===== src/design/mfmp_pkg.sv =====
`default_nettype none
package mfmp_pkg;
  localparam int unsigned ResW = 30;
  localparam logic [29:0] Prime = 30'd1000000007;
  localparam logic [29:0] PrimeMinus1 = 30'd1000000006;
endpackage
`default_nettype wire


===== src/design/modular_fibonacci_matrix_power.sv =====
`default_nettype none
// Channel | Direction | Fields
// in      | input     | exponent[31:0] (in_valid / in_ready)
// out     | output    | fib_prev, fib_cur, fib_next [29:0] (out_valid / out_ready)
//
// A single 30x30 multiplier is shared by every product. Each entry of the result
// matrix costs two products, each followed by an accumulate step. The sum is then
// reduced by folding the bits above 2^30 back in until none are left, then by one
// conditional subtract of P, and the result is latched. A store step follows.
// An item runs EXP_BITS squarings plus one multiply by Q for each set bit, and
// then passes through the done state.
// Reset clears only the sequencer and the output valid flag.
// While an item is being worked on, in_ready is low. A finished result waits in
// the done state until the output register is free, so no result is lost, and a
// new item may be accepted while the previous result still waits to be taken.
module modular_fibonacci_matrix_power #(
  parameter int unsigned EXP_BITS = 32
) (
  input  wire logic        clk,
  input  wire logic        rst,
  input  wire logic        in_valid,
  output logic             in_ready,
  input  wire logic [31:0] exponent,
  output logic             out_valid,
  input  wire logic        out_ready,
  output logic [29:0]      fib_prev,
  output logic [29:0]      fib_cur,
  output logic [29:0]      fib_next
);
  localparam int unsigned BitW = (EXP_BITS > 1) ? $clog2(EXP_BITS) : 1;
  // The exponent register spans every bit position that is scanned; bits above
  // the 32 input bits stay zero.
  localparam int unsigned NW = (EXP_BITS > 32) ? EXP_BITS : 32;

  typedef enum logic [2:0] {
    S_IDLE, S_MUL, S_ACC, S_RED, S_STORE, S_DONE
  } state_t;

  state_t state;
  logic [NW-1:0] n;
  logic [BitW-1:0] bitpos;
  logic        mulq;   // current pass multiplies by Q instead of squaring
  logic [1:0]  entry;  // which matrix entry is being formed
  logic        term;   // first or second product of the entry
  logic [29:0] a, b, c, d;
  logic [29:0] na, nb, nc;
  logic [29:0] opx, opy;
  logic [59:0] prod;
  logic [60:0] sum;
  logic [60:0] red;
  logic [29:0] resv;

  // Operands. For acc*acc and acc*Q, with entry (i,j): l(i,0)*r(0,j) + l(i,1)*r(1,j).
  logic [29:0] l0, l1, r0, r1;
  always_comb begin
    l0 = entry[1] ? c : a;
    l1 = entry[1] ? d : b;
    if (mulq) begin
      r0 = 30'd1;
      r1 = entry[0] ? 30'd0 : 30'd1;
    end else begin
      r0 = entry[0] ? b : a;
      r1 = entry[0] ? d : c;
    end
    opx = term ? l1 : l0;
    opy = term ? r1 : r0;
  end

  // Reduction of the 61-bit sum: subtract floor(sum / 2^30) * P approximately,
  // via folding 2^30 mod P = 73741817, then a final compare-subtract loop.
  localparam logic [26:0] Fold = 27'd73741817;
  logic [30:0] hi;
  logic [57:0] foldp;
  assign hi = red[60:30];
  assign foldp = 58'(hi) * 58'(Fold);

  logic last_bit;
  assign last_bit = (bitpos == '0);

  assign in_ready = (state == S_IDLE);

  always_ff @(posedge clk) begin
    if (rst) begin
      state <= S_IDLE;
      out_valid <= 1'b0;
    end else begin
      if (out_valid && out_ready && state != S_DONE) out_valid <= 1'b0;
      unique case (state)
        S_IDLE: begin
          if (in_valid && in_ready) begin
            n <= NW'((EXP_BITS >= 32) ? exponent
                                      : (exponent & ((32'd1 << EXP_BITS) - 32'd1)));
            a <= 30'd1; b <= 30'd0; c <= 30'd0; d <= 30'd1;
            bitpos <= BitW'(EXP_BITS - 1);
            mulq <= 1'b0; entry <= 2'd0; term <= 1'b0; sum <= '0;
            state <= S_MUL;
          end
        end
        S_MUL: begin
          prod <= 60'(opx) * 60'(opy);
          state <= S_ACC;
        end
        S_ACC: begin
          sum <= sum + 61'(prod);
          if (term) begin
            red <= sum + 61'(prod);
            state <= S_RED;
          end else begin
            term <= 1'b1;
            state <= S_MUL;
          end
        end
        S_RED: begin
          // Fold repeatedly until the value fits below 2^30, then correct.
          if (hi != '0) begin
            red <= 61'(red[29:0]) + 61'(foldp);
          end else if (red[29:0] >= mfmp_pkg::Prime) begin
            red <= 61'(red[29:0] - mfmp_pkg::Prime);
          end else begin
            resv <= red[29:0];
            state <= S_STORE;
          end
        end
        S_STORE: begin
          unique case (entry)
            2'd0: na <= resv;
            2'd1: nb <= resv;
            2'd2: nc <= resv;
            default: ;
          endcase
          sum <= '0; term <= 1'b0;
          if (entry != 2'd3) begin
            entry <= entry + 2'd1;
            state <= S_MUL;
          end else begin
            entry <= 2'd0;
            a <= na; b <= nb; c <= nc; d <= resv;
            if (!mulq && n[bitpos]) begin
              mulq <= 1'b1;
              state <= S_MUL;
            end else if (last_bit) begin
              state <= S_DONE;
            end else begin
              mulq <= 1'b0;
              bitpos <= bitpos - BitW'(1);
              state <= S_MUL;
            end
          end
        end
        S_DONE: begin
          // Hand the result over only once the output register is free.
          if (!out_valid || out_ready) begin
            if (n == '0) begin
              fib_prev <= mfmp_pkg::PrimeMinus1; fib_cur <= 30'd0; fib_next <= 30'd1;
            end else begin
              fib_prev <= d; fib_cur <= b; fib_next <= a;
            end
            out_valid <= 1'b1;
            state <= S_IDLE;
          end
        end
        default: state <= S_IDLE;
      endcase
    end
  end
endmodule
`default_nettype wire


===== config.mk =====
export PLATFORM = sky130hd
export DESIGN_NAME = modular_fibonacci_matrix_power
export DESIGN_NICKNAME = d
export VERILOG_FILES = /design/src/design/mfmp_pkg.sv /design/src/design/modular_fibonacci_matrix_power.sv
export SDC_FILE = /design/constraint.sdc
export NUM_CORES = 2
export LEC_CHECK = 0
export ABC_CLOCK_PERIOD_IN_PS = 30000
export BUFFER_PORTS_ARGS = -buffer_cell sky130_fd_sc_hd__clkbuf_2
export CAP_MARGIN = 0
export CORE_ASPECT_RATIO = 1.2
export CORE_MARGIN = 2
export CORE_UTILIZATION = 30
export DETAILED_ROUTE_END_ITERATION = 6
export GPL_TIMING_DRIVEN = 0
export PLACE_DENSITY = 0.54
export SLEW_MARGIN = 20
export SYNTH_ARGS = -nofsm -noshare
export SYNTH_HDL_FRONTEND = slang
export SYNTH_SLANG_ARGS = --single-unit

===== constraint.sdc =====
create_clock -name clk -period 30 [get_ports clk]
set_input_delay 1.5 -clock clk [delete_from_list [all_inputs] [get_ports clk]]
set_output_delay 1.5 -clock clk [all_outputs]
set_load 0.02 [all_outputs]

==> run_results.csv <==
group,metric,value,unit
timing,tns,0,ps
clocking,cts_setup_buffers,0,
run_status,status,"finished clean",
clocking,cts_resized,0,
routing,drcViolationCount,0,
grt,grt-ovfl-total,0,
timing,setup_viol,0,
critical_path,r2r_slack,17470,ps
synthesis,yosys_warnings,0,
grt,grt_pass1_vias,56184,
synthesis,yosys.area.top_type,"fa_1",
timing,max-slew-margin-rel,0.122,
synthesis,syn-num-nets,8796,
routing,drt-total-wl,268,mm
routing,wire_per_inst,25.7,microns
synthesis,synth-edff-count,553,
synthesis,synthArstFlopShare,0,
critical_path,timing.rr.start,"term",
min_path,hold_end,"a[0]",
die,start_util,0.302,
critical_path,start_kind,"register",
layout,nets,9061,
routing,via_per_inst,5.06,
critical_path,rr_worst_depth,29,
synthesis,synthCells,6943,
synthesis,synth_common_cells,"inv_1, fa_1, nor2_1",
synthesis,syn_avg_cell_area,10.2,sq um
clocking,clock_latency,690,ps
critical_path,critical-path-slowest-cell,"clkbuf_1",
grt,grtUsageTotal,0.224,
critical_path,path_class,"reg2reg",
layout,drive_gt1_frac,0.0683,
critical_path,timing.rr.end,"prod[57]",
critical_path,cpMostUsedCell,"fa_1",
critical_path,cp.arrival,12870,ps
routing,first_pass_iters,6,
timing,setup_ws,17470,ps
clocking,clkSinkCount,557,
critical_path,cp-end-kind,"register",
clocking,cts-root-buf,"clkbuf_16",
synthesis,yosysUniqueCellTypes,93,
die,io_pins,128,
clocking,cts_made_buffers,59,
min_path,hold_path_startpoint,"na[0]",
grt,grt_max_degree,64,
timing,fmax,0.0798,GHz
timing,clock_skew,82.3,ps
grt,grt_antenna_before_repair,11,
placement,hpwl,223,mm
clocking,hold_buffers,0,
min_path,min_path_type,"reg2reg",
clocking,htreeDepth,2,
synthesis,netlist_area,70900,sq um
placement,gp_congestion,1.03,
timing,layout_worst_path_cycle_share,0.418,
timing,hold_viol_final,0,
synthesis,synth-seq-cells,557,
critical_path,crit_required,30340,ps
placement,portBuffers,127,
clocking,cts.path.max_buffers,3,
min_path,min_path_cells,1,
grt,grt_pass1_wl,390,mm
synthesis,yosysSeqAreaShare,0.235,
timing,worst_pin_slew,1320,ps
run,cap_violations,0,
layout,syn2layout_area_growth,10.9,%
routing,ant_nets,0,
die,die_w,448,microns
timing,period_minus_slack,12530,ps
routing,num_vias,52695,
timing,rsz0062_at_grt,"false",
die,num_rows,195,
synthesis,ys.flop_type,"edfxtp_1",
timing,drv_slew,0,
critical_path,slowest_delay,990,ps
synthesis,synthMostInstantiatedCell,"inv_1",
placement,place_ws,18080,ps
routing,drtIter0Drc,4340,
layout,fill_cells,24001,
critical_path,critical_path.max_fanout,10,
synthesis,synth_area_leaders,"fa_1, edfxtp_1, ha_1",
timing,whs,518,ps
synthesis,synth_top_cell_area_share,0.321,
clocking,clkTransAtPathRegs,60,ps
clocking,cts_tree,"built",
die,core_area,235000,sq um
die,fp.dieH,536,microns
die,die_area,240000,sq um
## kinds of logic after synthesis
family / Yosys count / share of synthesized area
adders and majority gates: 1817 / 0.441
and+or+nand+nor: 1778 / 0.112
buffers and inverters: 1616 / 0.0875
AOI/OAI and AO/OA: 891 / 0.0831
DFF: 557 / 0.235
xor gates and xnor gates: 175 / 0.0216
muxes: 109 / 0.0189
## metrics by stage
step	cells	util	instance area [sq um]
global placement	10222	0.321	75400
detailed placement	10298	0.325	76500
floorplan	6943	-	70900
global route	10411	0.334	78500
CTS	10410	0.334	78500
finish	10414	0.334	78600
## cells in the final DEF, fill, tap and decap left out, drive strengths merged, types with 118 or more instances in the layout
master / count
inv: 1294
clkbuf: 472
nor2: 687
fa: 1137
buf: 122
o21ai: 182
a21oi: 227
and3: 153
ha: 680
edfxtp: 553
nand2: 563
a21o: 118
## state kept, by name, summed over array words and instances, names as in the netlist, 5 cells and up
name,flops
n,32
d,30
red,61
fib_next,30
b,30
nc,30
prod,60
nb,30
fib_cur,30
sum,61
bitpos,5
fib_prev,30
a,30
resv,30
na,30
c,30
## worst max path at each step
stage,start,to,cells after the start
floorplan,in_valid,sum[0],2
global placement,in_valid,sum[29],3
detailed placement,entry[0],prod[57],30
CTS,entry[0],prod[57],30
global route,term,prod[57],30
finish,term,prod[57],29
## routing by layer
layer	vias to the layer above	share of wire	track usage
li1	22883	-	-
met1	27122	0.38	0.269
met2	2046	0.49	0.389
met3	640	0.059	0.0279
met4	4	0.068	0.123
met5	-	0.000075	0
## critical path: cells and delay by family, from the launching register on
family	cells	cell delay, ps
simple gates	3	1040
fa+ha+maj	9	4590
flops	1	320
buf+inv	10	3860
compound gates	7	2330
## cell type report
| class | instances | area [sq um] | area share |
|---|---|---|---|
| repair buffers | 204 | 1360 | 0.0173 |
| flip-flops and latches | 557 | 16700 | 0.212 |
| diodes | 3 | 7.51 | 0.0000956 |
| clock inverters | 45 | 554 | 0.00706 |
| multi-input cells | 4770 | 48300 | 0.615 |
| inverters | 1293 | 4860 | 0.0618 |
| clock buffers | 67 | 1510 | 0.0192 |
| well taps | 3152 | 3940 | 0.0502 |
| plain buffers | 323 | 1370 | 0.0174 |
Power is left out: the tool's default activity adds up to more than one toggle a clock period on the data nets, which glitch-free logic cannot reach.
